<file path="config.mk">
export PLATFORM = sky130hd
export DESIGN_NAME = led_strip_animation_sequencer_unit
export DESIGN_NICKNAME = d
export VERILOG_FILES = /design/src/lasq_pkg.sv /design/src/lasq_div.sv /design/src/lasq_ctrl.sv /design/src/lasq_dp.sv /design/src/led_strip_animation_sequencer_unit.sv
export SDC_FILE = /design/constraint.sdc
export NUM_CORES = 1
export LEC_CHECK = 0
export ABC_AREA = 1
export BUFFER_PORTS_ARGS = -buffer_cell sky130_fd_sc_hd__buf_2
export CAP_MARGIN = 20
export CORE_MARGIN = 10
export CORE_UTILIZATION = 45
export DETAILED_ROUTE_END_ITERATION = 8
export PLACE_DENSITY = 0.63
export SLEW_MARGIN = 25
export SYNTH_ARGS = -nofsm -noshare
export SYNTH_HDL_FRONTEND = slang
export SYNTH_SLANG_ARGS = --single-unit
</file>
<file path="constraint.sdc">
create_clock -name clk -period 5 [get_ports clk]
set_input_delay 0.5 -clock clk [delete_from_list [all_inputs] [get_ports clk]]
set_output_delay 0.5 -clock clk [all_outputs]
set_load 0.01 [all_outputs]
</file>
<file path="src/lasq_pkg.sv">
// Shared types and constants for the LED strip animation sequencer.
// Holds the channel word layouts, opcodes and the controller/datapath command set.
// No dependencies.
`default_nettype none
package lasq_pkg;

	localparam logic [2:0] OP_OFF     = 3'd0;
	localparam logic [2:0] OP_ON      = 3'd1;
	localparam logic [2:0] OP_WIPE    = 3'd2;
	localparam logic [2:0] OP_FADE    = 3'd3;
	localparam logic [2:0] OP_SET     = 3'd4;
	localparam logic [2:0] OP_ADVANCE = 3'd5;

	localparam int CFG_W = 11;
	localparam logic [CFG_W-1:0] LED_COUNT_RST = 11'd1024;

	typedef struct packed {
		logic [2:0]  opcode;
		logic [7:0]  red_in;
		logic [7:0]  green_in;
		logic [7:0]  blue_in;
		logic [7:0]  step_count;
		logic        reverse_order;
		logic [15:0] hold_in;
	} in_word_t;

	typedef struct packed {
		logic        fill_all;
		logic [9:0]  pixel_sel;
		logic [7:0]  red_out;
		logic [7:0]  green_out;
		logic [7:0]  blue_out;
		logic [15:0] hold_out;
		logic        anim_done;
		logic        rejected;
	} out_word_t;

	typedef enum logic [1:0] {
		MODE_IDLE,
		MODE_WIPE,
		MODE_FADE
	} mode_t;

	typedef enum logic [2:0] {
		ACT_NONE,
		ACT_CUR_ZERO,
		ACT_CUR_COL,
		ACT_WIPE_START,
		ACT_FADE_START,
		ACT_ADVANCE
	} act_t;

	typedef enum logic [2:0] {
		KIND_REJECT,
		KIND_FILL_OFF,
		KIND_FILL_COL,
		KIND_CLEAR,
		KIND_WIPE_STEP,
		KIND_FADE_STEP,
		KIND_FINAL
	} kind_t;

	typedef struct packed {
		logic       load_in;
		act_t       act;
		logic       div_start;
		logic [1:0] ch;
		logic       out_load;
		kind_t      kind;
	} cmd_t;

	typedef struct packed {
		mode_t      mode;
		logic [2:0] opcode;
		logic       div_done;
		logic       out_free;
		logic       last;
	} stat_t;

endpackage
`default_nettype wire

</file>
<file path="src/lasq_div.sv">
// Restoring divider: 16-bit dividend by 8-bit divisor, one quotient bit a cycle.
// Uses nothing outside this file.
`default_nettype none
module lasq_div (
	input  wire logic        clk,
	input  wire logic        arst_n,
	input  wire logic        start,
	input  wire logic [15:0] dividend,
	input  wire logic [7:0]  divisor,
	output logic             done,
	output logic [15:0]      quotient
);
	logic [7:0]  rem_q;
	logic [15:0] quo_q;
	logic [7:0]  dsr_q;
	logic [4:0]  cnt_q;
	logic        busy_q;
	logic        done_q;
	logic [8:0]  trial;
	logic        fits;

	assign trial = {rem_q, quo_q[15]};
	assign fits  = trial >= {1'b0, dsr_q};

	always_ff @(posedge clk or negedge arst_n) begin
		if (!arst_n) begin
			busy_q <= 1'b0;
			done_q <= 1'b0;
			cnt_q  <= '0;
		end else begin
			done_q <= 1'b0;
			if (start) begin
				busy_q <= 1'b1;
				cnt_q  <= 5'd16;
			end else if (busy_q) begin
				cnt_q <= cnt_q - 5'd1;
				if (cnt_q == 5'd1) begin
					busy_q <= 1'b0;
					done_q <= 1'b1;
				end
			end
		end
	end

	always_ff @(posedge clk) begin
		if (start) begin
			rem_q <= '0;
			quo_q <= dividend;
			dsr_q <= divisor;
		end else if (busy_q) begin
			// quotient bits shift in as dividend bits shift out
			rem_q <= fits ? 8'(trial - {1'b0, dsr_q}) : trial[7:0];
			quo_q <= {quo_q[14:0], fits};
		end
	end

	assign done     = done_q;
	assign quotient = quo_q;
endmodule
`default_nettype wire

</file>
<file path="src/lasq_ctrl.sv">
// Sequencing state machine: decodes each word and drives the datapath commands.
// Depends on lasq_pkg.
`default_nettype none
module lasq_ctrl (
	input  wire logic            clk,
	input  wire logic            arst_n,
	input  wire logic            in_valid,
	output logic                 in_ready,
	input  wire lasq_pkg::stat_t stat,
	output lasq_pkg::cmd_t       cmd
);
	import lasq_pkg::*;

	typedef enum logic [2:0] {
		S_IDLE,
		S_DEC,
		S_DIV_GO,
		S_DIV_WAIT,
		S_PUT1,
		S_PUT2
	} state_t;

	state_t     state_q, state_d;
	kind_t      kind_q, kind_d;
	logic [1:0] ch_q, ch_d;
	logic       step_kind;

	assign in_ready  = state_q == S_IDLE;
	assign step_kind = kind_q == KIND_WIPE_STEP || kind_q == KIND_FADE_STEP;

	always_comb begin
		state_d       = state_q;
		kind_d        = kind_q;
		ch_d          = ch_q;
		cmd           = '0;
		cmd.act       = ACT_NONE;
		cmd.kind      = kind_q;
		cmd.ch        = ch_q;
		unique case (state_q)
			S_IDLE: begin
				cmd.load_in = in_valid;
				if (in_valid) state_d = S_DEC;
			end
			S_DEC: begin
				ch_d    = 2'd0;
				state_d = S_IDLE;
				if (stat.mode != MODE_IDLE) begin
					if (stat.opcode <= OP_SET) begin
						kind_d  = KIND_REJECT;
						state_d = S_PUT1;
					end else if (stat.opcode == OP_ADVANCE) begin
						if (stat.mode == MODE_WIPE) begin
							state_d = S_DIV_GO;
						end else begin
							kind_d  = KIND_FADE_STEP;
							state_d = S_PUT1;
						end
					end
				end else begin
					case (stat.opcode)
						OP_OFF: begin
							cmd.act = ACT_CUR_ZERO;
							kind_d  = KIND_FILL_OFF;
							state_d = S_PUT1;
						end
						OP_ON: begin
							cmd.act = ACT_CUR_COL;
							kind_d  = KIND_FILL_COL;
							state_d = S_PUT1;
						end
						OP_WIPE: begin
							cmd.act = ACT_WIPE_START;
							kind_d  = KIND_CLEAR;
							state_d = S_PUT1;
						end
						OP_FADE: begin
							cmd.act = ACT_FADE_START;
							state_d = S_DIV_GO;
						end
						OP_SET: cmd.act = ACT_CUR_COL;
						default: ;
					endcase
				end
			end
			S_DIV_GO: begin
				cmd.div_start = 1'b1;
				state_d       = S_DIV_WAIT;
			end
			S_DIV_WAIT: begin
				if (stat.div_done) begin
					if (ch_q == 2'd2) begin
						// wipe advance shows its step; fade start just settles
						if (stat.mode == MODE_WIPE) begin
							kind_d  = KIND_WIPE_STEP;
							state_d = S_PUT1;
						end else begin
							state_d = S_IDLE;
						end
					end else begin
						ch_d    = ch_q + 2'd1;
						state_d = S_DIV_GO;
					end
				end
			end
			S_PUT1: begin
				if (stat.out_free) begin
					cmd.out_load = 1'b1;
					if (step_kind) cmd.act = ACT_ADVANCE;
					state_d = (step_kind && stat.last) ? S_PUT2 : S_IDLE;
				end
			end
			S_PUT2: begin
				cmd.kind = KIND_FINAL;
				if (stat.out_free) begin
					cmd.out_load = 1'b1;
					state_d      = S_IDLE;
				end
			end
			default: state_d = S_IDLE;
		endcase
	end

	always_ff @(posedge clk or negedge arst_n) begin
		if (!arst_n) begin
			state_q <= S_IDLE;
			kind_q  <= KIND_REJECT;
			ch_q    <= '0;
		end else begin
			state_q <= state_d;
			kind_q  <= kind_d;
			ch_q    <= ch_d;
		end
	end
endmodule
`default_nettype wire

</file>
<file path="src/lasq_dp.sv">
// Datapath: animation state, divider, result builder and the output register.
// Depends on lasq_pkg and lasq_div.
`default_nettype none
module lasq_dp #(
	parameter int STRIP_MAX = 1024
) (
	input  wire logic                    clk,
	input  wire logic                    arst_n,
	input  wire lasq_pkg::in_word_t      in_data,
	input  wire logic                    cfg_we,
	input  wire logic [lasq_pkg::CFG_W-1:0] cfg_wdata,
	input  wire lasq_pkg::cmd_t          cmd,
	output lasq_pkg::stat_t              stat,
	output logic                         out_valid,
	input  wire logic                    out_ready,
	output lasq_pkg::out_word_t          out_data
);
	import lasq_pkg::*;

	localparam int LW = $clog2(STRIP_MAX + 1);
	localparam int CW = (LW > CFG_W ? LW : CFG_W) + 1;
	localparam logic [CW-1:0] MAX_C = CW'(STRIP_MAX);

	in_word_t         in_q;
	logic [CFG_W-1:0] led_count_q;
	mode_t            mode_q;
	logic [7:0]       cur_q [3];
	logic [7:0]       tgt_q [3];
	logic [7:0]       col   [3];
	logic             dsign_q [3];
	logic [7:0]       dmag_q  [3];
	logic [7:0]       quot_q  [3];
	logic [7:0]       steps_q;
	logic [7:0]       sc_q;
	logic [LW-1:0]    lc_q;
	logic [LW-1:0]    len_q;
	logic             rev_q;
	logic [15:0]      hold_q;
	out_word_t        out_q;
	logic             out_valid_q;

	logic [CW-1:0]    cnt_ext;
	logic [LW-1:0]    eff_len;
	logic [7:0]       n_in;
	logic [8:0]       sc_next;
	logic             steps_end;
	logic [LW:0]      lc_next;
	logic [LW-1:0]    idx;
	logic [7:0]       fade_v [3];
	logic [15:0]      prod [3];
	logic [15:0]      dvd;
	logic [7:0]       ch_cur, ch_col;
	logic             div_done;
	logic [15:0]      quo;
	out_word_t        res;

	assign col[0] = in_q.red_in;
	assign col[1] = in_q.green_in;
	assign col[2] = in_q.blue_in;

	assign cnt_ext = CW'(led_count_q);
	always_comb begin
		if (cnt_ext == '0)        eff_len = LW'(1);
		else if (cnt_ext > MAX_C) eff_len = LW'(STRIP_MAX);
		else                      eff_len = LW'(cnt_ext);
	end

	assign n_in      = (in_q.step_count == 8'd0) ? 8'd1 : in_q.step_count;
	assign sc_next   = {1'b0, sc_q} + 9'd1;
	assign steps_end = sc_next >= {1'b0, steps_q};
	assign lc_next   = {1'b0, lc_q} + 1'b1;
	assign idx       = rev_q ? LW'(len_q - lc_q - LW'(1)) : lc_q;

	always_comb begin
		for (int i = 0; i < 3; i++) begin
			prod[i]   = dmag_q[i] * sc_next[7:0];
			fade_v[i] = dsign_q[i] ? 8'(cur_q[i] - prod[i][7:0]) : 8'(cur_q[i] + prod[i][7:0]);
		end
	end

	// wipe: channel*(k+1); fade start: |target - current|
	assign ch_cur = cur_q[cmd.ch];
	assign ch_col = col[cmd.ch];
	always_comb begin
		if (mode_q == MODE_WIPE) dvd = ch_cur * sc_next[7:0];
		else if (ch_col < ch_cur) dvd = {8'd0, 8'(ch_cur - ch_col)};
		else dvd = {8'd0, 8'(ch_col - ch_cur)};
	end

	lasq_div u_div (
		.clk      (clk),
		.arst_n   (arst_n),
		.start    (cmd.div_start),
		.dividend (dvd),
		.divisor  (steps_q),
		.done     (div_done),
		.quotient (quo)
	);

	always_comb begin
		res = '0;
		case (cmd.kind)
			KIND_REJECT:   res.rejected = 1'b1;
			KIND_FILL_OFF: begin
				res.fill_all  = 1'b1;
				res.anim_done = 1'b1;
			end
			KIND_FILL_COL: begin
				res.fill_all  = 1'b1;
				res.red_out   = col[0];
				res.green_out = col[1];
				res.blue_out  = col[2];
				res.anim_done = 1'b1;
			end
			KIND_CLEAR:    res.fill_all = 1'b1;
			KIND_WIPE_STEP: begin
				res.pixel_sel = 10'(idx);
				res.red_out   = quot_q[0];
				res.green_out = quot_q[1];
				res.blue_out  = quot_q[2];
				res.hold_out  = hold_q;
			end
			KIND_FADE_STEP: begin
				res.fill_all  = 1'b1;
				res.red_out   = fade_v[0];
				res.green_out = fade_v[1];
				res.blue_out  = fade_v[2];
				res.hold_out  = hold_q;
			end
			KIND_FINAL: begin
				res.fill_all  = 1'b1;
				res.red_out   = cur_q[0];
				res.green_out = cur_q[1];
				res.blue_out  = cur_q[2];
				res.anim_done = 1'b1;
			end
			default: ;
		endcase
	end

	always_ff @(posedge clk) begin
		if (cmd.load_in) in_q <= in_data;
		if (cmd.out_load) out_q <= res;
	end

	always_ff @(posedge clk or negedge arst_n) begin
		if (!arst_n) begin
			led_count_q <= LED_COUNT_RST;
			mode_q      <= MODE_IDLE;
			steps_q     <= 8'd1;
			sc_q        <= '0;
			lc_q        <= '0;
			len_q       <= LW'(1);
			rev_q       <= 1'b0;
			hold_q      <= '0;
			out_valid_q <= 1'b0;
			for (int i = 0; i < 3; i++) begin
				cur_q[i]   <= '0;
				tgt_q[i]   <= '0;
				dsign_q[i] <= 1'b0;
				dmag_q[i]  <= '0;
				quot_q[i]  <= '0;
			end
		end else begin
			if (cfg_we) led_count_q <= cfg_wdata;
			if (cmd.out_load) out_valid_q <= 1'b1;
			else if (out_ready) out_valid_q <= 1'b0;

			if (div_done) begin
				if (mode_q == MODE_WIPE) begin
					quot_q[cmd.ch] <= quo[7:0];
				end else begin
					dsign_q[cmd.ch] <= ch_col < ch_cur;
					dmag_q[cmd.ch]  <= quo[7:0];
				end
			end

			case (cmd.act)
				ACT_CUR_ZERO: for (int i = 0; i < 3; i++) cur_q[i] <= '0;
				ACT_CUR_COL:  for (int i = 0; i < 3; i++) cur_q[i] <= col[i];
				ACT_WIPE_START: begin
					for (int i = 0; i < 3; i++) cur_q[i] <= col[i];
					steps_q <= n_in;
					sc_q    <= '0;
					lc_q    <= '0;
					rev_q   <= in_q.reverse_order;
					hold_q  <= in_q.hold_in;
					len_q   <= eff_len;
					mode_q  <= MODE_WIPE;
				end
				ACT_FADE_START: begin
					for (int i = 0; i < 3; i++) tgt_q[i] <= col[i];
					steps_q <= n_in;
					sc_q    <= '0;
					hold_q  <= in_q.hold_in;
					mode_q  <= MODE_FADE;
				end
				ACT_ADVANCE: begin
					if (!steps_end) begin
						sc_q <= sc_next[7:0];
					end else begin
						sc_q <= '0;
						if (mode_q == MODE_WIPE) begin
							if (lc_next >= {1'b0, len_q}) begin
								lc_q   <= '0;
								mode_q <= MODE_IDLE;
							end else begin
								lc_q <= lc_next[LW-1:0];
							end
						end else begin
							for (int i = 0; i < 3; i++) cur_q[i] <= tgt_q[i];
							mode_q <= MODE_IDLE;
						end
					end
				end
				default: ;
			endcase
		end
	end

	assign stat.mode     = mode_q;
	assign stat.opcode   = in_q.opcode;
	assign stat.div_done = div_done;
	assign stat.out_free = !out_valid_q || out_ready;
	assign stat.last     = steps_end &&
		(mode_q == MODE_FADE || lc_next >= {1'b0, len_q});

	assign out_valid = out_valid_q;
	assign out_data  = out_q;
endmodule
`default_nettype wire

</file>
<file path="src/led_strip_animation_sequencer_unit.sv">
// Top level of the LED strip animation sequencer.
// Depends on lasq_pkg, lasq_ctrl, lasq_dp (and lasq_div below it).
//
//   port group          dir   handshake          word
//   in_*                in    in_valid/in_ready  lasq_pkg::in_word_t
//   out_*               out   out_valid/out_ready lasq_pkg::out_word_t
//   cfg_*               in    cfg_we             led_count, 11 bits
//
// A word is decoded and then gives no result, one result or two, each of which
// may wait on a full output register. A wipe advance runs the 16-bit divider
// once per colour channel and adds the final fill on its last step; a fade
// start runs it once per channel too. One word is in work at a time; while a result
// waits for the output register the controller holds and in_ready stays low.
// Reset is asynchronous and needs no clearing pass.
`default_nettype none
module led_strip_animation_sequencer_unit #(
	parameter int STRIP_MAX = 1024
) (
	input  wire logic                       clk,
	input  wire logic                       arst_n,
	input  wire logic                       in_valid,
	output logic                            in_ready,
	input  wire lasq_pkg::in_word_t         in_data,
	output logic                            out_valid,
	input  wire logic                       out_ready,
	output lasq_pkg::out_word_t             out_data,
	input  wire logic                       cfg_we,
	input  wire logic [lasq_pkg::CFG_W-1:0] cfg_wdata
);
	import lasq_pkg::*;

	cmd_t  cmd;
	stat_t stat;

	lasq_ctrl u_ctrl (
		.clk      (clk),
		.arst_n   (arst_n),
		.in_valid (in_valid),
		.in_ready (in_ready),
		.stat     (stat),
		.cmd      (cmd)
	);

	lasq_dp #(
		.STRIP_MAX (STRIP_MAX)
	) u_dp (
		.clk       (clk),
		.arst_n    (arst_n),
		.in_data   (in_data),
		.cfg_we    (cfg_we),
		.cfg_wdata (cfg_wdata),
		.cmd       (cmd),
		.stat      (stat),
		.out_valid (out_valid),
		.out_ready (out_ready),
		.out_data  (out_data)
	);
endmodule
`default_nettype wire
</file>
* Yosys cells after proc, flatten, opt, wreduce, memory -nomap -nowiden
Cells that the tools add are included.
** Cells by class
- Reduce and logical (&&, ||, !) cells :: 36
- Order comparisons :: 8
- Multiply operators :: 4
- Multiplexer cells :: 87
- Equal/unequal tests :: 41
- Bitwise logic cells :: 2
- $add $sub $neg :: 15
** Operator list (count)
- $mux 8 :: 12
- $pmux 24 s4 :: 1
- $pmux 24 s3 :: 1
- $mux 3 :: 22
- $mux 11 :: 5
- $bwmux 24 :: 2
- $mux 16 :: 3
- $mux 24 :: 2
- $sub 8x8->8 :: 6
- $eq 3x3->1 const B :: 11
- $bmux 8 s2 :: 2
- $add 8x8->8 :: 3
- $eq 3x2->1 const B :: 8
- $mul 8x8->8 :: 3
- $pmux 11 s2 :: 1
- $ge 9x8->1 :: 2
- $pmux 3 s2 :: 3
- $pmux 3 s6 :: 1
- $demux 8 s2 :: 1
- $mul 8x8->16 :: 1
- $mux 1 :: 16
- $pmux 8 s2 :: 1
- $add 11x1->12 const B :: 1
- $eq 3x1->1 const B :: 4
- 45 further kinds :: 81
** Word-level totals
- Output and inout bits :: 55
- Word-level logic and storage cells :: 241
- Input bits :: 68
- Flip-flop bits (word level) :: 320

* Logic depth before layout (Yosys ltp)
Gate-level depths: netlist of the first run.
- Depth after elaboration :: 9
- Depth in mapped cells :: 30
- Mapped depth without buffers :: 29

* Hierarchy
From an unflattened synthesis of the first run, not the netlist that was laid out.
** Second synthesis, totals
- Cell total of the unflattened synthesis :: 2741
- Area, all modules :: 22048.6 um^2
** Modules (own cells, without submodules)
- lasq_dp :: area each 19284.7 um^2, cells each 2381, times used 1, seq. area each 7360.8 um^2
- lasq_div :: area each 2143.3 um^2, cells each 256, times used 1, seq. area each 1056.0 um^2
- lasq_ctrl :: area each 620.6 um^2, cells each 104, times used 1, seq. area each 200.2 um^2

* Worst setup path after synthesis of the first run
No wires, ideal clock.
- Path kind :: flip-flop to flip-flop
- Start :: reg u_dp.sc_q[0]
- End :: reg u_dp.out_q (netlist bit u_dp.out_data[41]) (data pin)
- Path slack :: -0.369 ns
- Stages on the path, launching flop included :: 27
- Clock period less this slack :: 5.369 ns
- Required time :: 4.746 ns
- Path buffers :: 1
- Data arrival time :: 5.115 ns
- Library setup time :: 0.254 ns
- Cell sequence :: dfrtp_1 -> ha_1 -> nand2_4 -> inv_1 -> nor2_1 -> inv_1 -> clkbuf_1 -> nor2_1 -> ha_1 -> fa_1 -> ha_1 -> fa_1 -> inv_1 -> fa_1 -> xnor2_1 -> o31ai_1 -> xnor2_1 -> inv_1 -> ha_1 -> a21oi_1 -> o21ai_0 -> a31oi_1 -> inv_1 -> nand3_1 -> nand3_1 -> nand3_1 -> nand2_1
** Between the ends
- Word-level cells in the longest chain between the ends :: 5
- Elaborated cells between the ends (all ways) :: 6
- Classes of those cells :: add/sub: 3; mul: 1; mux: 2
** RTL lines
- start, declared :: RTL line lasq_dp.sv:34 : logic [7:0] sc_q;
- start signal, assigned :: RTL line lasq_dp.sv:200 : sc_q <= sc_next[7:0];
- $add 8x1->9 (*) :: RTL line lasq_dp.sv:69 : assign sc_next = {1'b0, sc_q} + 9'd1;
- $mul 8x8->8 (*) :: RTL line lasq_dp.sv:76 : prod[i] = dmag_q[i] * sc_next[7:0];
- $add 8x8->8 or $sub 8x8->8 (tied branches) :: RTL line lasq_dp.sv:77 : fade_v[i] = dsign_q[i] ? 8'(cur_q[i] - prod[i][7:0]) : 8'(cur_q[i] + prod[i][7:0]);
- $mux 8 (*) :: RTL line lasq_dp.sv:77
- $pmux 24 s4 (*) :: RTL line lasq_dp.sv:102 : case (cmd.kind)
- end signal, assigned :: RTL line lasq_dp.sv:143 : if (cmd.out_load) out_q <= res;
- end, declared :: RTL line lasq_dp.sv:39 : out_word_t out_q;
Mark *: on every way between the ends. The rest lies on a longest branch, timed or not.
A chain may end at the register's enable or synchronous reset.

* Final worst setup path of the first run
- Start :: reg u_dp.sc_q[1]
- End :: reg u_dp.out_q (netlist bit u_dp.out_data[33]) (data pin)
Same word-level chain as after synthesis.

==> results of run 1 <==
area by class of cell:
class	count	area, sq um	area share [%]
clock buffers	48	1060	3.92
clock inverters	22	235	0.869
inverters	451	1710	6.30
well taps	615	769	2.84
flip-flops and latches	320	8620	31.9
multi-input cells	1829	12300	45.5
repair buffers	341	2360	8.72
power groups by stage:
stage / Combinational, W / Clock, W / Sequential [W]
6_report: 0.00895 / 0.00286 / 0.00420
5_1_grt: 0.00994 / 0.00301 / 0.00428
4_1_cts: 0.00866 / 0.00291 / 0.00419
3_5_place_dp: 0.00822 / 0 / 0.00423
3_3_place_gp: 0.00807 / 0 / 0.00421
2_1_floorplan: 0.00538 / 0 / 0.00415
synth_stat cells (17+ instances only):
library cell  number
a21oi_1          101
a22oi_1           23
clkbuf_1          49
dfrtp_1          180
edfxtp_1         129
fa_1              79
ha_1             166
inv_1            438
nand2_1          614
nand3_1          163
nand4_1           19
nor2_1           228
o21ai_0          205
o22ai_1           17
xor2_1            33
repair_timing:
action / CTS / global route
hold buffers: 1 / 0
endpoints found under the hold margin: 10 / 0
endpoints found under the setup margin: 13 / 17
buffers inserted: 32 / 12
resized for setup: 111 / 119
cloned: 1 / 0
pin swaps: 74 / 83
critical path, delay by kind of cell, from the launching register on:
kind | cells | cell delay [ns]
compound gates | 3 | 0.35
xor+xnor | 1 | 0.17
fa+ha+maj | 7 | 2.46
buf+inv | 9 | 0.59
flops | 1 | 0.43
simple gates | 10 | 0.81
registers in the layout, summed over array words and instances (netlist names), 8 cells and up:
signal	cells
u_dp.len_q	11
u_dp.out_data	53
u_dp.u_div.rem_q	8
u_dp.quot_q	24
u_dp.sc_q	8
u_dp.col	24
u_dp.steps_q	8
u_dp.tgt_q	24
u_dp.dmag_q	24
u_dp.cur_q	24
u_dp.u_div.quotient	16
u_dp.led_count_q	11
u_dp.in_q	25
u_dp.u_div.dsr_q	8
u_dp.lc_q	11
u_dp.hold_q	16
kinds of logic (layout without fill, tap and decap cells):
| family | count (synthesis) | after routing |
|---|---|---|
| simple gates | 1093 | 1093 |
| buf+inv | 522 | 862 |
| compound gates | 435 | 435 |
| flops | 320 | 320 |
| fa+ha+maj | 245 | 245 |
| xor+xnor | 49 | 49 |
| mux | 7 | 7 |
layer usage:
layer	wire, um	GRT usage, %	vias up
li1	-	-	9303
met5	0	0	-
met2	31700	37.4	607
met4	2230	8.38	0
met1	29600	31.3	9469
met3	4380	3.35	112
stage by stage:
step	setup WS, ns	util (%)
floorplan	0.00304	-
global placement	-0.304	51.1
detailed placement	-0.334	51.1
CTS	-0.0207	55.4
global route	-0.331	56.5
finish	-0.0789	56.5
final timing paths:
kind                                             start                         endpoint  slack [ns]  depth (start not counted)
max in group asynchronous                       arst_n  u_dp.led_count_q[5]$_DFFE_PN0P_        3.21                          3
min                                         in_data[0]           u_dp.in_q[0]$_DFFE_PP_        0.09                          1
max reg2reg                   u_dp.sc_q[1]$_DFFE_PN0P_  u_dp.out_data[33]$_SDFFCE_PN0P_       -0.08                         30
min reg2reg                u_dp.steps_q[3]$_DFFE_PN0P_    u_dp.u_div.dsr_q[3]$_DFFE_PP_        0.45                          0
min in group asynchronous                       arst_n       u_dp.hold_q[4]$_DFFE_PN0P_        0.50                          2
max                           u_dp.sc_q[1]$_DFFE_PN0P_  u_dp.out_data[33]$_SDFFCE_PN0P_       -0.08                         30
==> results.ini, run 1 <==
[outcome]
status = complete, but fails checks
violations = negative setup slack

[timing]
finClkSkew_ns = 0.0203
drv_slew = 0
maxSlewHeadroom_pct = 36.2
finalCritPeriodShare_pct = 102
rsz0062_at_grt = yes
worstMarginPinSlew_ns = 0.955
max_freq_mhz = 197
layout_setup_ws_ns = -0.0789
period_needed_ns = 5.08
finalHoldViolCount = 0
fin_hold_ws_ns = 0.0937
setup_viol = 3
tns_ns = -0.146

[clock_tree]
htreeDepth = 2
clk_path_buf_depth = 3
worstSkewPairLatency_ns = 0.58
cts.sinks = 320
cts_tree = built
cts_made_buffers = 38
path_clk_slew_ns = 0.06
root_buffer = clkbuf_16

[synth]
synth-compound-area-share_pct = 11.5
synth_edf_count = 129
async_flop_share_pct = 57.2
synth_cell_type_count = 62
synthCells = 2671
synth_fa_ha_area_share_pct = 16.7
synth.avg_cell_area_sq_um = 8.21
synth_top_area_cell = dfrtp_1
ys_top_cells_by_area = dfrtp_1, edfxtp_1, nand2_1
ys.flop_type = dfrtp_1
synth_seq_cells = 320
synth_top_cell_area_share_pct = 20.5
yosys.area_share.simple_pct = 21.0
ys.warnings.count = 0
synth_area_sq_um = 21900
synth_top_family_by_area = simple AND/OR/NAND/NOR gates
synth_nets = 2984
synth_seq_area_share_pct = 39.3
synth_xor_area_share_pct = 1.96
synthMuxAreaShare_pct = 0.360

[layout]
layout_commonest_cell = nand2_1
fillers = 4260
final_nets = 3294
final_layout_size_suffix_gt1_share_pct = 22.0
final_area_sq_um = 27100
fin_cells = 3626
num_antenna_cells = 0
syn2layout_area_growth_pct = 23.5
final_cell_mix = nand2_1, inv_1, nor2_1, buf_4, o21ai_0

[setup_path]
critical_path_class = register to register
critPathMaxStageDelay_ns = 0.50
crit_required_ns = 5.32
end_kind = register
critPathLaunchType = register
critPathMaxFanout = 4
worst_ep_arrival_time_ns = 5.40
crit_path_top_delay_cell = fa_1

[die]
dieHeight_um = 241
die_area_sq_um = 58000
core_area_sq_um = 47900
initial_core_util_pct = 45.7
dieWidth_um = 241
ioPinCount = 123
fp-row-count = 80

[placement]
portBuffers = 122
postPlaceCellArea_sq_um = 24500
dp.cells = 3513
gp_congestion = 0.955
dp_hpwl_um = 52100

[power]
power_density_nw_per_um2 = 591
internal_power_w = 0.00888
p_clk_share_pct = 17.8
totalPowerFinal_w = 0.0160
p_sw_share_pct = 44.5
p_leak_nw = 13.2
ir_drop_mv = 0.425
power_frac_comb_pct = 55.9
p_switching_w = 0.00713
sequentialPowerShare_pct = 26.3

[drt]
dr.pass1.iters = 5
drt_first_iter_violations = 1594
drc = 0
drt_wl_total_um = 68000
vias = 19491
ant_nets = 0
viasPerCell = 5.38
avgRoutedWirePerCell_um = 18.7

[global_routing]
grt_antenna_before_repair = 0
grt_usage_pct = 23.2
grt_max_degree = 85
grt_pass1_vias = 19105
grt_overflow = 0
grt_pass1_wl_um = 105000

[flow_run]
cap_violations = 0

[min_path]
hold_path_class = input pin to register

Note: power is estimated with default switching activity, not from simulation.
==> inputs of run 2 (changes only) <==
--- a/config.mk
+++ b/config.mk
@@ -9,9 +9,9 @@
 export BUFFER_PORTS_ARGS = -buffer_cell sky130_fd_sc_hd__buf_2
 export CAP_MARGIN = 20
 export CORE_MARGIN = 10
-export CORE_UTILIZATION = 45
+export CORE_UTILIZATION = 47
 export DETAILED_ROUTE_END_ITERATION = 8
-export PLACE_DENSITY = 0.63
+export PLACE_DENSITY = 0.67
 export SLEW_MARGIN = 25
 export SYNTH_ARGS = -nofsm -noshare
 export SYNTH_HDL_FRONTEND = slang
==> results.ini, run 2 (synthesis gave the netlist of run 1 again) <==
[timing]
period_needed_ns = 5.18  ; was 5.08 ns
worstMarginPinSlew_ns = 1.00  ; was 0.955 ns
tns_ns = -0.385  ; was -0.146 ns
layout_setup_ws_ns = -0.179  ; was -0.0789 ns
max_freq_mhz = 193  ; was 197 MHz
drv_slew = 0  ; unchanged
maxSlewHeadroom_pct = 33.1  ; was 36.2%
finalCritPeriodShare_pct = 104  ; was 102%
fin_hold_ws_ns = -0.0186  ; was 0.0937 ns
rsz0062_at_grt = yes  ; unchanged
setup_viol = 4  ; was 3
finalHoldViolCount = 4  ; was 0
finClkSkew_ns = 0.0239  ; was 0.0203 ns

[global_routing]
grt_overflow = 0  ; unchanged
grt_antenna_before_repair = 0  ; unchanged
grt_pass1_vias = 19462  ; was 19105
grt_usage_pct = 23.4  ; was 23.2%
grt_max_degree = 89  ; was 85
grt_pass1_wl_um = 105000  ; about the same

[drt]
viasPerCell = 5.40  ; was 5.38
ant_nets = 0  ; unchanged
drt_first_iter_violations = 1713  ; was 1594
dr.pass1.iters = 7  ; was 5
drc = 0  ; unchanged
avgRoutedWirePerCell_um = 18.4  ; was 18.7 um
drt_wl_total_um = 67100  ; was 68000 um
vias = 19657  ; was 19491

[power]
power_density_nw_per_um2 = 598  ; was 591 nW/um^2
p_leak_nw = 13.3  ; was 13.2 nW
ir_drop_mv = 0.396  ; was 0.425 mV

[layout]
largest_reg_flops = 53  ; unchanged
final_nets = 3318  ; was 3294
num_antenna_cells = 0  ; unchanged
final_layout_size_suffix_gt1_share_pct = 22.5  ; was 22.0%
syn2layout_area_growth_pct = 23.7  ; was 23.5%
final_cell_mix = nand2_1, inv_1, buf_4, nor2_1, o21ai_0  ; was nand2_1, inv_1, nor2_1, buf_4, o21ai_0
fillers = 4010  ; was 4260
final_area_sq_um = 27100  ; about the same
layout_commonest_cell = nand2_1  ; unchanged

[setup_path]
crit_buf_inv = 31  ; was 9
critPathMaxFanout = 4  ; unchanged
worst_ep_arrival_time_ns = 5.48  ; was 5.40 ns
crit_required_ns = 5.30  ; was 5.32 ns
path_common_cell = buf_4
worstReg2RegStart = u_dp.sc_q[0]$_DFFE_PN0P_  ; was u_dp.sc_q[1]$_DFFE_PN0P_
worst-r2r-cell-count = 42  ; was 30
critPathMaxStageDelay_ns = 0.41  ; was 0.50 ns
ff2ff_setup_slack_ns = -0.18  ; was -0.08 ns
r2r-end = u_dp.out_data[41]$_SDFFCE_PN0P_  ; was u_dp.out_data[33]$_SDFFCE_PN0P_
cp_top_family = buffers and inverters  ; was adder cells
critPathLaunchType = register  ; unchanged
crit_path_top_delay_cell = dfrtp_2  ; was fa_1
end_kind = register  ; unchanged
critical_path_class = register to register  ; unchanged

[min_path]
hold_path_class = input pin to async pin  ; was input pin to register

[placement]
dp_hpwl_um = 50100  ; was 52100 um
portBuffers = 122  ; unchanged
postPlaceCellArea_sq_um = 24500  ; about the same
gp_congestion = 0.979  ; was 0.955

[clock_tree]
worstSkewPairLatency_ns = 0.57  ; was 0.58 ns
cts.sinks = 320  ; unchanged
clk_path_buf_depth = 3  ; unchanged
path_clk_slew_ns = 0.06  ; about the same
htreeDepth = 2  ; unchanged
hold_buffers = 0  ; was 1
root_buffer = clkbuf_16  ; unchanged
cts_tree = built  ; unchanged
cts_made_buffers = 37  ; was 38

[die]
initial_core_util_pct = 47.3  ; was 45.7%
die_area_sq_um = 55700  ; was 58000 sq um
core_area_sq_um = 46400  ; was 47900 sq um
ioPinCount = 123  ; unchanged
fp-row-count = 79  ; was 80
dieWidth_um = 236  ; was 241 um
dieHeight_um = 236  ; was 241 um

[outcome]
violations = negative hold slack, negative setup slack  ; was negative setup slack
status = complete, but fails checks  ; unchanged

[flow_run]
cap_violations = 0  ; unchanged

[run 2: worst register-to-register path, delay by kind of cell, from the launching register on]
| family | cells | cell delay, ns |
|---|---|---|
| buf+inv | 31 | 3.63 |
| simple gates | 11 | 0.87 |
| flops | 1 | 0.41 |
[run 2: area by class of cell]
cell class                      instances  area (sq um)  share of cell area (%)
Clock buffer                           50          1010                    3.71
Inverter                              451          1700                    6.28
Clock inverter                         17           211                   0.780
Sequential cell                       320          8620                    31.8
Multi-Input combinational cell       1829         12300                    45.2
Timing Repair Buffer                  366          2550                    9.40
Tap cell                              607           759                    2.80
[run 2: worst max-delay path by stage]
| stage | start | endpoint | slack (ns) | cells past startpoint |
|---|---|---|---|---|
| 5_1_grt | u_dp.sc_q[0]$_DFFE_PN0P_ | u_dp.out_data[25]$_SDFFCE_PN0P_ | -0.32 | 25 |
| 2_1_floorplan | u_dp.sc_q[0]$_DFFE_PN0P_ | u_dp.out_data[25]$_SDFFCE_PN0P_ | 0.003 | 23 |
| 4_1_cts | u_dp.sc_q[0]$_DFFE_PN0P_ | u_dp.out_data[25]$_SDFFCE_PN0P_ | -0.09 | 28 |
| 6_report | u_dp.sc_q[0]$_DFFE_PN0P_ | u_dp.out_data[41]$_SDFFCE_PN0P_ | -0.18 | 42 |
| 3_3_place_gp | u_dp.sc_q[1]$_DFFE_PN0P_ | u_dp.out_data[33]$_SDFFCE_PN0P_ | -0.29 | 30 |
| 3_5_place_dp | u_dp.sc_q[0]$_DFFE_PN0P_ | u_dp.out_data[25]$_SDFFCE_PN0P_ | -0.38 | 26 |
[run 2: metrics by stage]
step,cells,total power [W],setup slack [ns],utilization [%]
2_1_floorplan,2671,0.00953,0.00304,-
3_3_place_gp,3504,0.0122,-0.294,52.8
3_5_place_dp,3504,0.0124,-0.384,52.8
4_1_cts,3624,0.0156,-0.0861,57.2
5_1_grt,3640,0.0174,-0.318,58.5
6_report,3640,0.0162,-0.179,58.5
[run 2: routing by layer]
metal,routed length (um),track usage (%),up-vias
li1,-,-,9337
met1,28300,30.8,9480
met2,31700,38.2,741
met3,5470,4.49,99
met4,1620,7.01,0
met5,0,0,-
[run 2: timing repair]
item	in CTS	in global routing
endpoints found under the setup margin	10	16
gates resized for setup	88	132
pin swaps	55	112
buffers inserted	54	19
[run 2: where the power goes]
group	switching, W	leakage [nW]	internal (W)
logic	0.00558	9.00	0.00365
registers	0.000506	3.66	0.00370
clock network	0.00114	0.598	0.00163
